[src/rtl/fakws_pkg.sv]
// Shared types, register indexes and mixing functions of the address-keyed word scrambler.
package fakws_pkg;

    localparam int CFG_IDX_W = 3;

    localparam logic [CFG_IDX_W-1:0] CFG_KEY_WORD0      = 3'd0;
    localparam logic [CFG_IDX_W-1:0] CFG_KEY_WORD1      = 3'd1;
    localparam logic [CFG_IDX_W-1:0] CFG_KEY_WORD2      = 3'd2;
    localparam logic [CFG_IDX_W-1:0] CFG_KEY_WORD3      = 3'd3;
    localparam logic [CFG_IDX_W-1:0] CFG_PARTITION_BASE = 3'd4;

    localparam logic [31:0] KEY_WORD0_RST      = 32'h510F_B093;
    localparam logic [31:0] KEY_WORD1_RST      = 32'hA3CB_EADC;
    localparam logic [31:0] KEY_WORD2_RST      = 32'h5993_A17E;
    localparam logic [31:0] KEY_WORD3_RST      = 32'hC7AD_EB03;
    localparam logic [31:0] PARTITION_BASE_RST = 32'h0000_0000;

    localparam logic [15:0] S15_TAP_MASK = 16'h6371;
    localparam logic [16:0] S16_TAP_MASK = 17'h1_3659;
    localparam logic [31:0] S32_TAP_MASK = 32'hE519_A4F1;

    localparam logic [7:0] GLOBAL_OFF_LO = 8'h00;
    localparam logic [7:0] GLOBAL_OFF_HI = 8'hFF;

    typedef struct packed {
        logic [31:0] key_word0;
        logic [31:0] key_word1;
        logic [31:0] key_word2;
        logic [31:0] key_word3;
        logic [31:0] partition_base;
    } t_cfg;

    function automatic logic [15:0] stage15(input logic [15:0] v);
        logic [15:0] a;
        logic [10:0] x;
        logic [15:0] b;
        a = {v[6:0], 9'b0} + {7'b0, v[15:7]};
        x = v[15:5];
        b = {x[3:0], 12'b0} + {4'b0, x[3:0], 8'b0} + {8'b0, x[3:0], 4'b0}
            + {12'b0, x[3:0]};
        return a ^ (b & S15_TAP_MASK);
    endfunction

    function automatic logic [15:0] stage16(input logic [16:0] v);
        logic [16:0] a;
        logic [3:0]  s;
        logic [16:0] b;
        a = {v[9:0], v[16:10]};
        s = {v[1], v[5], v[9], v[13]};
        b = {v[4], s, s, s, s} & S16_TAP_MASK;
        return a[15:0] ^ b[15:0];
    endfunction

    function automatic logic [31:0] stage32(input logic [31:0] v);
        logic [31:0] rep;
        rep = {8{v[5:2]}};
        return {v[14:0], v[31:15]} ^ (rep & S32_TAP_MASK);
    endfunction

endpackage

[src/rtl/flash_address_keyed_word_scrambler.sv]
// Top level of the flash address-keyed word scrambler.
// An accepted word passes three pipeline registers (address, stage input,
// output); throughput is one word per cycle while i_stall is low.
// Reset: synchronous active-low i_rst_n empties the pipeline and restores
// the key words and partition base to their defaults.
module flash_address_keyed_word_scrambler
    import fakws_pkg::*;
(
    input  logic                 i_clk,
    input  logic                 i_rst_n,
    input  logic                 i_cfg_valid,
    output logic                 o_cfg_ready,
    input  logic [CFG_IDX_W-1:0] i_cfg_index,
    input  logic [31:0]          i_cfg_data,
    input  logic                 i_valid,
    output logic                 o_stall,
    input  logic [31:0]          i_byte_offset,
    input  logic [31:0]          i_data_word,
    output logic                 o_valid,
    input  logic                 i_stall,
    output logic [31:0]          o_scrambled_word
);

    t_cfg cfg;

    fakws_regs u_regs (
        .i_clk       (i_clk),
        .i_rst_n     (i_rst_n),
        .i_cfg_valid (i_cfg_valid),
        .o_cfg_ready (o_cfg_ready),
        .i_cfg_index (i_cfg_index),
        .i_cfg_data  (i_cfg_data),
        .o_cfg       (cfg)
    );

    fakws_pipe u_pipe (
        .i_clk            (i_clk),
        .i_rst_n          (i_rst_n),
        .i_cfg            (cfg),
        .i_valid          (i_valid),
        .o_stall          (o_stall),
        .i_byte_offset    (i_byte_offset),
        .i_data_word      (i_data_word),
        .o_valid          (o_valid),
        .i_stall          (i_stall),
        .o_scrambled_word (o_scrambled_word)
    );

endmodule

[src/rtl/fakws_regs.sv]
// Key and partition base registers written through the configuration channel.
module fakws_regs
    import fakws_pkg::*;
(
    input  logic                 i_clk,
    input  logic                 i_rst_n,
    input  logic                 i_cfg_valid,
    output logic                 o_cfg_ready,
    input  logic [CFG_IDX_W-1:0] i_cfg_index,
    input  logic [31:0]          i_cfg_data,
    output t_cfg                 o_cfg
);

    t_cfg r_cfg;
    t_cfg n_cfg;

    assign o_cfg_ready = 1'b1;
    assign o_cfg       = r_cfg;

    always_comb begin
        n_cfg = r_cfg;
        if (i_cfg_valid) begin
            unique case (i_cfg_index)
                CFG_KEY_WORD0:      n_cfg.key_word0      = i_cfg_data;
                CFG_KEY_WORD1:      n_cfg.key_word1      = i_cfg_data;
                CFG_KEY_WORD2:      n_cfg.key_word2      = i_cfg_data;
                CFG_KEY_WORD3:      n_cfg.key_word3      = i_cfg_data;
                CFG_PARTITION_BASE: n_cfg.partition_base = i_cfg_data;
                default:            n_cfg = r_cfg;
            endcase
        end
    end

    always_ff @(posedge i_clk) begin
        if (!i_rst_n) begin
            r_cfg.key_word0      <= KEY_WORD0_RST;
            r_cfg.key_word1      <= KEY_WORD1_RST;
            r_cfg.key_word2      <= KEY_WORD2_RST;
            r_cfg.key_word3      <= KEY_WORD3_RST;
            r_cfg.partition_base <= PARTITION_BASE_RST;
        end else begin
            r_cfg <= n_cfg;
        end
    end

endmodule

[src/rtl/fakws_pipe.sv]
// Three-stage scramble pipeline: address add, stage input forming, mixing and output XOR.
module fakws_pipe
    import fakws_pkg::*;
(
    input  logic        i_clk,
    input  logic        i_rst_n,
    input  t_cfg        i_cfg,
    input  logic        i_valid,
    output logic        o_stall,
    input  logic [31:0] i_byte_offset,
    input  logic [31:0] i_data_word,
    output logic        o_valid,
    input  logic        i_stall,
    output logic [31:0] o_scrambled_word
);

    logic        en1, en2, en3;
    logic        all_off;
    logic [7:0]  top_byte;

    logic        r_v1, r_v2, r_v3;
    logic [31:0] r_addr, r_data1;
    logic [15:0] r_in15;
    logic [16:0] r_in16;
    logic [31:0] r_in32, r_data2;
    logic [31:0] r_out;

    logic [15:0] hi_sel, lo_sel, n_in15;
    logic [31:0] shifted, rot, n_in32;
    logic [16:0] k16, n_in16;
    logic [31:0] mask, n_out;

    // bubbles collapse: a stage loads when it is empty or moving on
    assign en3     = !r_v3 || !i_stall;
    assign en2     = !r_v2 || en3;
    assign en1     = !r_v1 || en2;
    assign o_stall = !en1;
    assign o_valid = r_v3;
    assign o_scrambled_word = r_out;

    assign top_byte = i_cfg.key_word3[31:24];
    assign all_off  = (top_byte == GLOBAL_OFF_LO) || (top_byte == GLOBAL_OFF_HI);

    // stage 2 inputs
    always_comb begin
        hi_sel  = i_cfg.key_word3[6] ? {r_addr[23:16], r_addr[31:24]} : r_addr[31:16];
        lo_sel  = i_cfg.key_word3[5] ? {r_addr[7:0], r_addr[15:8]} : r_addr[15:0];
        n_in15  = i_cfg.key_word1[31:16] ^ hi_sel ^ lo_sel;
        shifted = r_addr >> i_cfg.key_word3[9:8];
        k16     = {i_cfg.key_word1[15:8], i_cfg.key_word3[4], i_cfg.key_word1[7:0]};
        n_in16  = k16 ^ shifted[16:0];
        unique case (i_cfg.key_word3[12:11])
            2'd0:    rot = r_addr;
            2'd1:    rot = {r_addr[7:0], r_addr[31:8]};
            2'd2:    rot = {r_addr[15:0], r_addr[31:16]};
            default: rot = {r_addr[23:0], r_addr[31:24]};
        endcase
        n_in32 = i_cfg.key_word0 ^ rot;
    end

    // stage 3 mixing
    always_comb begin
        mask = '0;
        if (!(all_off || i_cfg.key_word3[0])) mask[31:16] = stage15(r_in15);
        if (!(all_off || i_cfg.key_word3[1])) mask[15:0]  = stage16(r_in16);
        if (!(all_off || i_cfg.key_word3[2])) mask = mask ^ stage32(r_in32);
        if (!(all_off || i_cfg.key_word3[3])) mask = mask ^ i_cfg.key_word2;
        n_out = r_data2 ^ mask;
    end

    always_ff @(posedge i_clk) begin
        if (!i_rst_n) begin
            r_v1 <= 1'b0;
            r_v2 <= 1'b0;
            r_v3 <= 1'b0;
        end else begin
            if (en1) r_v1 <= i_valid;
            if (en2) r_v2 <= r_v1;
            if (en3) r_v3 <= r_v2;
        end
    end

    always_ff @(posedge i_clk) begin
        if (en1) begin
            r_addr  <= i_cfg.partition_base + i_byte_offset;
            r_data1 <= i_data_word;
        end
        if (en2) begin
            r_in15  <= n_in15;
            r_in16  <= n_in16;
            r_in32  <= n_in32;
            r_data2 <= r_data1;
        end
        if (en3) begin
            r_out <= n_out;
        end
    end

endmodule
[config.mk]
export PLATFORM = sky130hd
export DESIGN_NAME = flash_address_keyed_word_scrambler
export DESIGN_NICKNAME = d
export VERILOG_FILES = /design/src/rtl/fakws_pkg.sv /design/src/rtl/flash_address_keyed_word_scrambler.sv /design/src/rtl/fakws_regs.sv /design/src/rtl/fakws_pipe.sv
export SDC_FILE = /design/constraint.sdc
export NUM_CORES = 1
export LEC_CHECK = 0
export ABC_AREA = 1
export BUFFER_PORTS_ARGS = -buffer_cell sky130_fd_sc_hd__buf_2
export CORE_MARGIN = 5
export CORE_UTILIZATION = 61
export DETAILED_ROUTE_END_ITERATION = 8
export PLACE_DENSITY = 0.81
export SLEW_MARGIN = 20
export SYNTH_ARGS = -nofsm -noshare
export SYNTH_HDL_FRONTEND = slang
export SYNTH_SLANG_ARGS = --single-unit
export TNS_END_PERCENT = 5
[constraint.sdc]
create_clock -name i_clk -period 6.9 [get_ports i_clk]
set_input_delay 1.38 -clock i_clk [delete_from_list [all_inputs] [get_ports i_clk]]
set_output_delay 1.38 -clock i_clk [all_outputs]
set_load 0.03 [all_outputs]
# Word-level counts from Yosys, hierarchy flattened
# Index checks and enable logic that the tools add are counted.
# totals
in_bits	104
latchBits	0
romBits	0
output_inout_bits	35
mem_count	0
regBits	356
ramBits	0
wordCells	66
# op_classes
addsub	5
eq_ne	7
mux	7
shifts	1
n_div	0
mul	0
n_bitwise	10
reduce_logical	21
order_cmp	0
# ops
op	count
32-bit XOR	5
32-bit case mux with 3 select lines	1
16-bit two-way mux	4
32-bit two-way mux	2
32-bit adder	1
32-bit by 2-bit >> shifter with 17-bit output	1
16-bit XOR	2
17-bit XOR	1
16-bit by 9-bit adder with 16-bit output	1
16-bit by 14-bit XOR with 16-bit output	1
16-bit by 15-bit XOR with 16-bit output	1
15-bit by 12-bit adder with 15-bit output	1
15-bit by 4-bit adder with 15-bit output	1
15-bit by 8-bit adder with 15-bit output	1
2-bit AND reduction	5
8-bit equality test (second input constant)	1
8-bit logical NOT	1
1-bit logical OR	8
3-bit by 2-bit equality test with 1-bit output (second input constant)	2
1-bit logical NOT	5
3-bit by 1-bit equality test with 1-bit output (second input constant)	1
3-bit equality test (second input constant)	1
3-bit logical NOT	1
2-bit by 1-bit equality test with 1-bit output (second input constant)	1
2 further kinds	2

# Longest topological paths before layout
# depth
depth_word	10
depth_mapped	12
ltp_nobuf	12

# Modules after synthesis
# A second synthesis with hierarchy kept.
# unflattened
cells_unflattened	2416
hier_area_um2	19343.6
# by_module_without_submodules
mod	seq_area_each_um2	area_each_um2	cells_per_inst	instances
fakws_pipe	5855.6	13242.7	1575	1
fakws_regs	3203.1	6100.9	841	1

# Worst setup path after synthesis
# No wires, ideal clock.
# synth_path
path_type	input port to flip-flop
from	in i_stall
to	reg u_pipe.r_addr[0], enable pin
setup_time_ps	418
path_stages	5
n_path_buf	0
required_ps	6482
arrival_time_ps	6289
setup_slack_ps	193
path_cell_list	nand2_1 > nor2_1 > inv_1 > nor2_1 > inv_1
# synth_via
elab_chain_len	4
# synth_rtl
item	line	rtl
start: declaration	flash_address_keyed_word_scrambler.sv:20	input logic i_stall,
1-bit logical NOT	fakws_pipe.sv:34	assign en3 = !r_v3 || !i_stall;
1-bit logical OR	fakws_pipe.sv:34	
1-bit logical OR	fakws_pipe.sv:35	assign en2 = !r_v2 || en3;
via u_pipe.en2	fakws_pipe.sv:17	logic en1, en2, en3;
1-bit logical OR	fakws_pipe.sv:36	assign en1 = !r_v1 || en2;
end signal: assignment	fakws_pipe.sv:85	r_addr <= i_cfg.partition_base + i_byte_offset;
end: declaration	fakws_pipe.sv:22	logic [31:0] r_addr, r_data1;
# The timed path passes the listed nets, and every way through them passes these cells.
# A chain may end at the register's enable or synchronous reset.

# Worst setup path in the final report
# layout_path
from	in i_stall
to	out o_stall
# layout_via
elab_chain_len	5
# layout_rtl
item	line	rtl
1-bit logical NOT	fakws_pipe.sv:34	
1-bit logical OR	fakws_pipe.sv:34	
via u_pipe.en3	fakws_pipe.sv:17	
1-bit logical OR	fakws_pipe.sv:35	
via u_pipe.en2	fakws_pipe.sv:17	
1-bit logical OR	fakws_pipe.sv:36	
1-bit logical NOT	fakws_pipe.sv:37	assign o_stall = !en1;
end: declaration	flash_address_keyed_word_scrambler.sv:16	output logic o_stall,
# The timed path passes the listed nets, and every way through them passes these cells.

==> results.cfg <==
[critical_path]
endpoint = o_stall
path_class = input pin to primary output
cp_max_fo = 34
required_ns = 5.52
rrSetupSlack_ns = 3.78
timing.rr.start = u_regs.o_cfg[61]$_SDFFE_PN0P_
reg2regPathDepth = 12
crit_arrival_ns = 2.72
worstPathCellList = buf_2, nand2_1, buf_4, nor2_1, clkinv_2, nor2_1, buf_2
crit_slowest_cell = clkinv_2
crit_path_end_kind = primary output
r2r_end = u_pipe.o_scrambled_word[17]$_DFFE_PP_
crit_path_max_incr_delay_ns = 0.28
critPathLaunchType = input pin
crit_path_start = i_stall

[cts]
root_buffer = clkbuf_16
clkLatencyLatePin_ns = 0.53
cts.repair.resized = 0
clock_sinks = 343
cts_buffers = 36
htree_levels = 2
cts-hold-fix-buffers = 0
clkSlewWorstSetupHoldPaths_ns = 0.06
cts_buffer_depth = 3
cts_tree = done
post_cts_buffers = 0

[sta]
finalHoldViolations = 0
finalSetupViolations = 0
maxSlewViolCount = 0
worstMarginPinSlew_ns = 1.08
fmaxAchievable_mhz = 244
finalCritPeriodShare = 0.595
fin_skew_ns = 0.0212
relSlewSlack = 0.276
rsz0062_at_grt = no
layout_setup_ws_ns = 2.80
period_minus_slack_ns = 4.10
finalSetupTns_ns = 0

[grt]
grt_use_total = 0.320
overflow = 0
grt_pass1_vias = 15000
grt_pass1_wl_mm = 83.5
antenna_found_initial = 2
grt_max_degree = 93

[synthesis]
yosys.area.top_type = edfxtp_1
synthTopCellsByArea = edfxtp_1 (32%), dfxtp_1 (17%), nand2_1 (10%), xor2_1 (6.6%), nor2_1 (6.0%)
synth_compound_area_frac = 0.0890
yosys.area_share.adder = 0.0226
syn_area_per_cell_um2 = 8.20
seq_area_frac_synth = 0.487
yosysUniqueCellTypes = 38
yosysTopAreaCellShare = 0.321
synth_top_family_by_area = simple AND/OR/NAND/NOR gates
synthCells = 2204
synthXorXnorAreaFrac = 0.0872
ys_warn_count = 0
ys_seq_elements = 343
synthMuxAreaShare = 0.00720
yosys.area_share.simple = 0.235
netlist_area_um2 = 18100
synthesis.nets = 2340

[status]
outcome = finished, final reports clean

[power_and_ir_drop]
intPower_mw = 3.94
p_switching_mw = 1.69
p_sw_frac = 0.300
pwr-share-clk = 0.348
leakage_nw = 9.42
seq_power_share = 0.459
power.density_nw_per_um2 = 280
vdd.ir_drop.worst_uv = 207
pwr-share-comb = 0.193
p_total_mw = 5.64

[detailed_routing]
drc_errors = 0
dr.pass1.iters = 6
finalWirelength_mm = 53.3
viasPerCell = 5.80
vias = 15700
drtAntennaViolNets = 0
drtIter0Drc = 1928
routedWlPerCell_um = 19.7

[layout]
syn_to_final_growth_pct = 11.2
n_antenna_cell = 0
drive_gt1_frac = 0.100
final_nets = 2428
finalInstanceArea_um2 = 20100

[placed_design]
port_buffers = 137
place_congestion = 0.972
dp_hpwl_mm = 37.9
dp_slack_ns = 2.78
place_area_um2 = 18900

[floorplanning]
die_w_um = 182
rows = 63
initial_core_util = 0.613
fp.dieH_um = 182
pin_count = 139
fp.coreArea_um2 = 29500
dieArea_um2 = 33200

[run]
drv_cap = 0

[worst_hold_path]
hold_path.class = register to register
## kinds of logic after synthesis
logic type | Yosys count
flip-flops | 343
AND/OR/NAND/NOR | 1007
XOR/XNOR | 180
multiplexers | 13
buffers and inverters | 318
other | 1
adder cells (fa/ha/maj) | 32
AO/OA/AOI/OAI | 310
## cells in the mapped netlist (all sizes together)
cell type / number
nor3: 5
or2: 1
o22ai: 30
xor2: 137
dfxtp: 150
buf: 54
o21bai: 3
nand2: 508
o21ai: 192
nand3b: 1
and3: 1
fa: 1
nor2: 296
o21a: 2
xnor2: 43
ha: 31
and2: 1
mux2i: 13
a21oi: 81
nand4: 98
conb: 1
edfxtp: 193
o2111ai: 2
nand3: 96
inv: 208
clkinv: 9
clkbuf: 47
## layout by cell type, fill, tap and decap left out, types with 2 or more instances in the layout
| master | netlist | layout |
|---|---|---|
| buf_2 | 40 | 136 |
| clkinv_2 | 0 | 5 |
| nand3_4 | 3 | 3 |
| dfxtp_1 | 150 | 149 |
| inv_1 | 201 | 195 |
| ha_1 | 31 | 31 |
| o21ai_0 | 192 | 192 |
| nor2_2 | 4 | 6 |
| clkbuf_8 | 0 | 2 |
| clkbuf_16 | 0 | 36 |
| clkinvlp_4 | 0 | 2 |
| o2111ai_1 | 2 | 2 |
| nand2_4 | 2 | 2 |
| clkinv_1 | 9 | 14 |
| bufinv_16 | 0 | 4 |
| o22ai_1 | 30 | 30 |
| nand3_1 | 93 | 93 |
| nand2_2 | 1 | 3 |
| inv_2 | 7 | 10 |
| edfxtp_1 | 193 | 193 |
| o21bai_1 | 3 | 3 |
| buf_4 | 5 | 14 |
| nor3_1 | 4 | 4 |
| xnor2_1 | 43 | 43 |
| o21a_1 | 2 | 2 |
| a21oi_1 | 81 | 81 |
| nand2_1 | 505 | 503 |
| nor2_1 | 291 | 289 |
| xor2_1 | 137 | 137 |
| nand4_1 | 97 | 97 |
| mux2i_1 | 13 | 13 |
| clkbuf_1 | 47 | 11 |
## power groups by stage
stage          sequential, mW  clock, mW  combinational (mW)
5_1_grt                  2.61       2.06                1.20
3_3_place_gp             2.61          0                1.04
3_5_place_dp             2.62          0                1.06
2_1_floorplan            2.69          0               0.632
4_1_cts                  2.58       1.97                1.07
6_report                 2.59       1.96                1.09
## state kept, by name (all words and copies together) (netlist names), 16 cells and up
signal	count
u_pipe.r_addr	32
u_pipe.r_data2	32
u_pipe.r_in16	17
u_pipe.r_in15	16
u_pipe.o_scrambled_word	32
u_pipe.r_in32	32
u_regs.o_cfg	147
u_pipe.r_data1	32
## layout make-up
cell class | count | area, um2
Clock buffer | 49 | 970
Clock inverter | 17 | 220
Fill cell | 2357 | 9380
Inverter | 217 | 816
Multi-Input combinational cell | 1543 | 7990
Sequential cell | 343 | 8800
Tap cell | 390 | 488
Timing Repair Buffer | 151 | 813
## worst min path at each step
stage | startpoint | to | slack [ns] | depth (start not counted)
2_1_floorplan | u_pipe.r_data1[0]$_DFFE_PN_ | u_pipe.r_data2[0]$_DFFE_PP_ | 0.40 | 0
3_3_place_gp | u_pipe.r_data1[16]$_DFFE_PN_ | u_pipe.r_data2[16]$_DFFE_PP_ | 0.40 | 0
3_5_place_dp | u_pipe.r_data1[14]$_DFFE_PN_ | u_pipe.r_data2[14]$_DFFE_PP_ | 0.40 | 0
4_1_cts | u_pipe.r_data1[26]$_DFFE_PN_ | u_pipe.r_data2[26]$_DFFE_PP_ | 0.42 | 0
5_1_grt | u_pipe.r_data1[14]$_DFFE_PN_ | u_pipe.r_data2[14]$_DFFE_PP_ | 0.43 | 0
6_report | u_pipe.r_data1[14]$_DFFE_PN_ | u_pipe.r_data2[14]$_DFFE_PP_ | 0.42 | 0
## stage by stage
stage          utilization  std cells  hold WS (ns)
2_1_floorplan            -       2204         0.400
3_3_place_gp         0.640       2643         0.402
3_5_place_dp         0.640       2643         0.405
4_1_cts              0.681       2709         0.419
5_1_grt              0.682       2710         0.428
6_report             0.682       2710         0.417
## critical path: cells and delay by family
kind / cells / cell delay (ns)
AND/OR/NAND/NOR: 3 / 0.49
buffers and inverters: 4 / 0.85
## layer usage
layer  track usage  share of wire
met1         0.430           0.39
met2         0.497           0.44
met3        0.0650           0.10
met4         0.157          0.060
met5             0        0.00090
No activity file was read; power rests on OpenSTA's default activity.
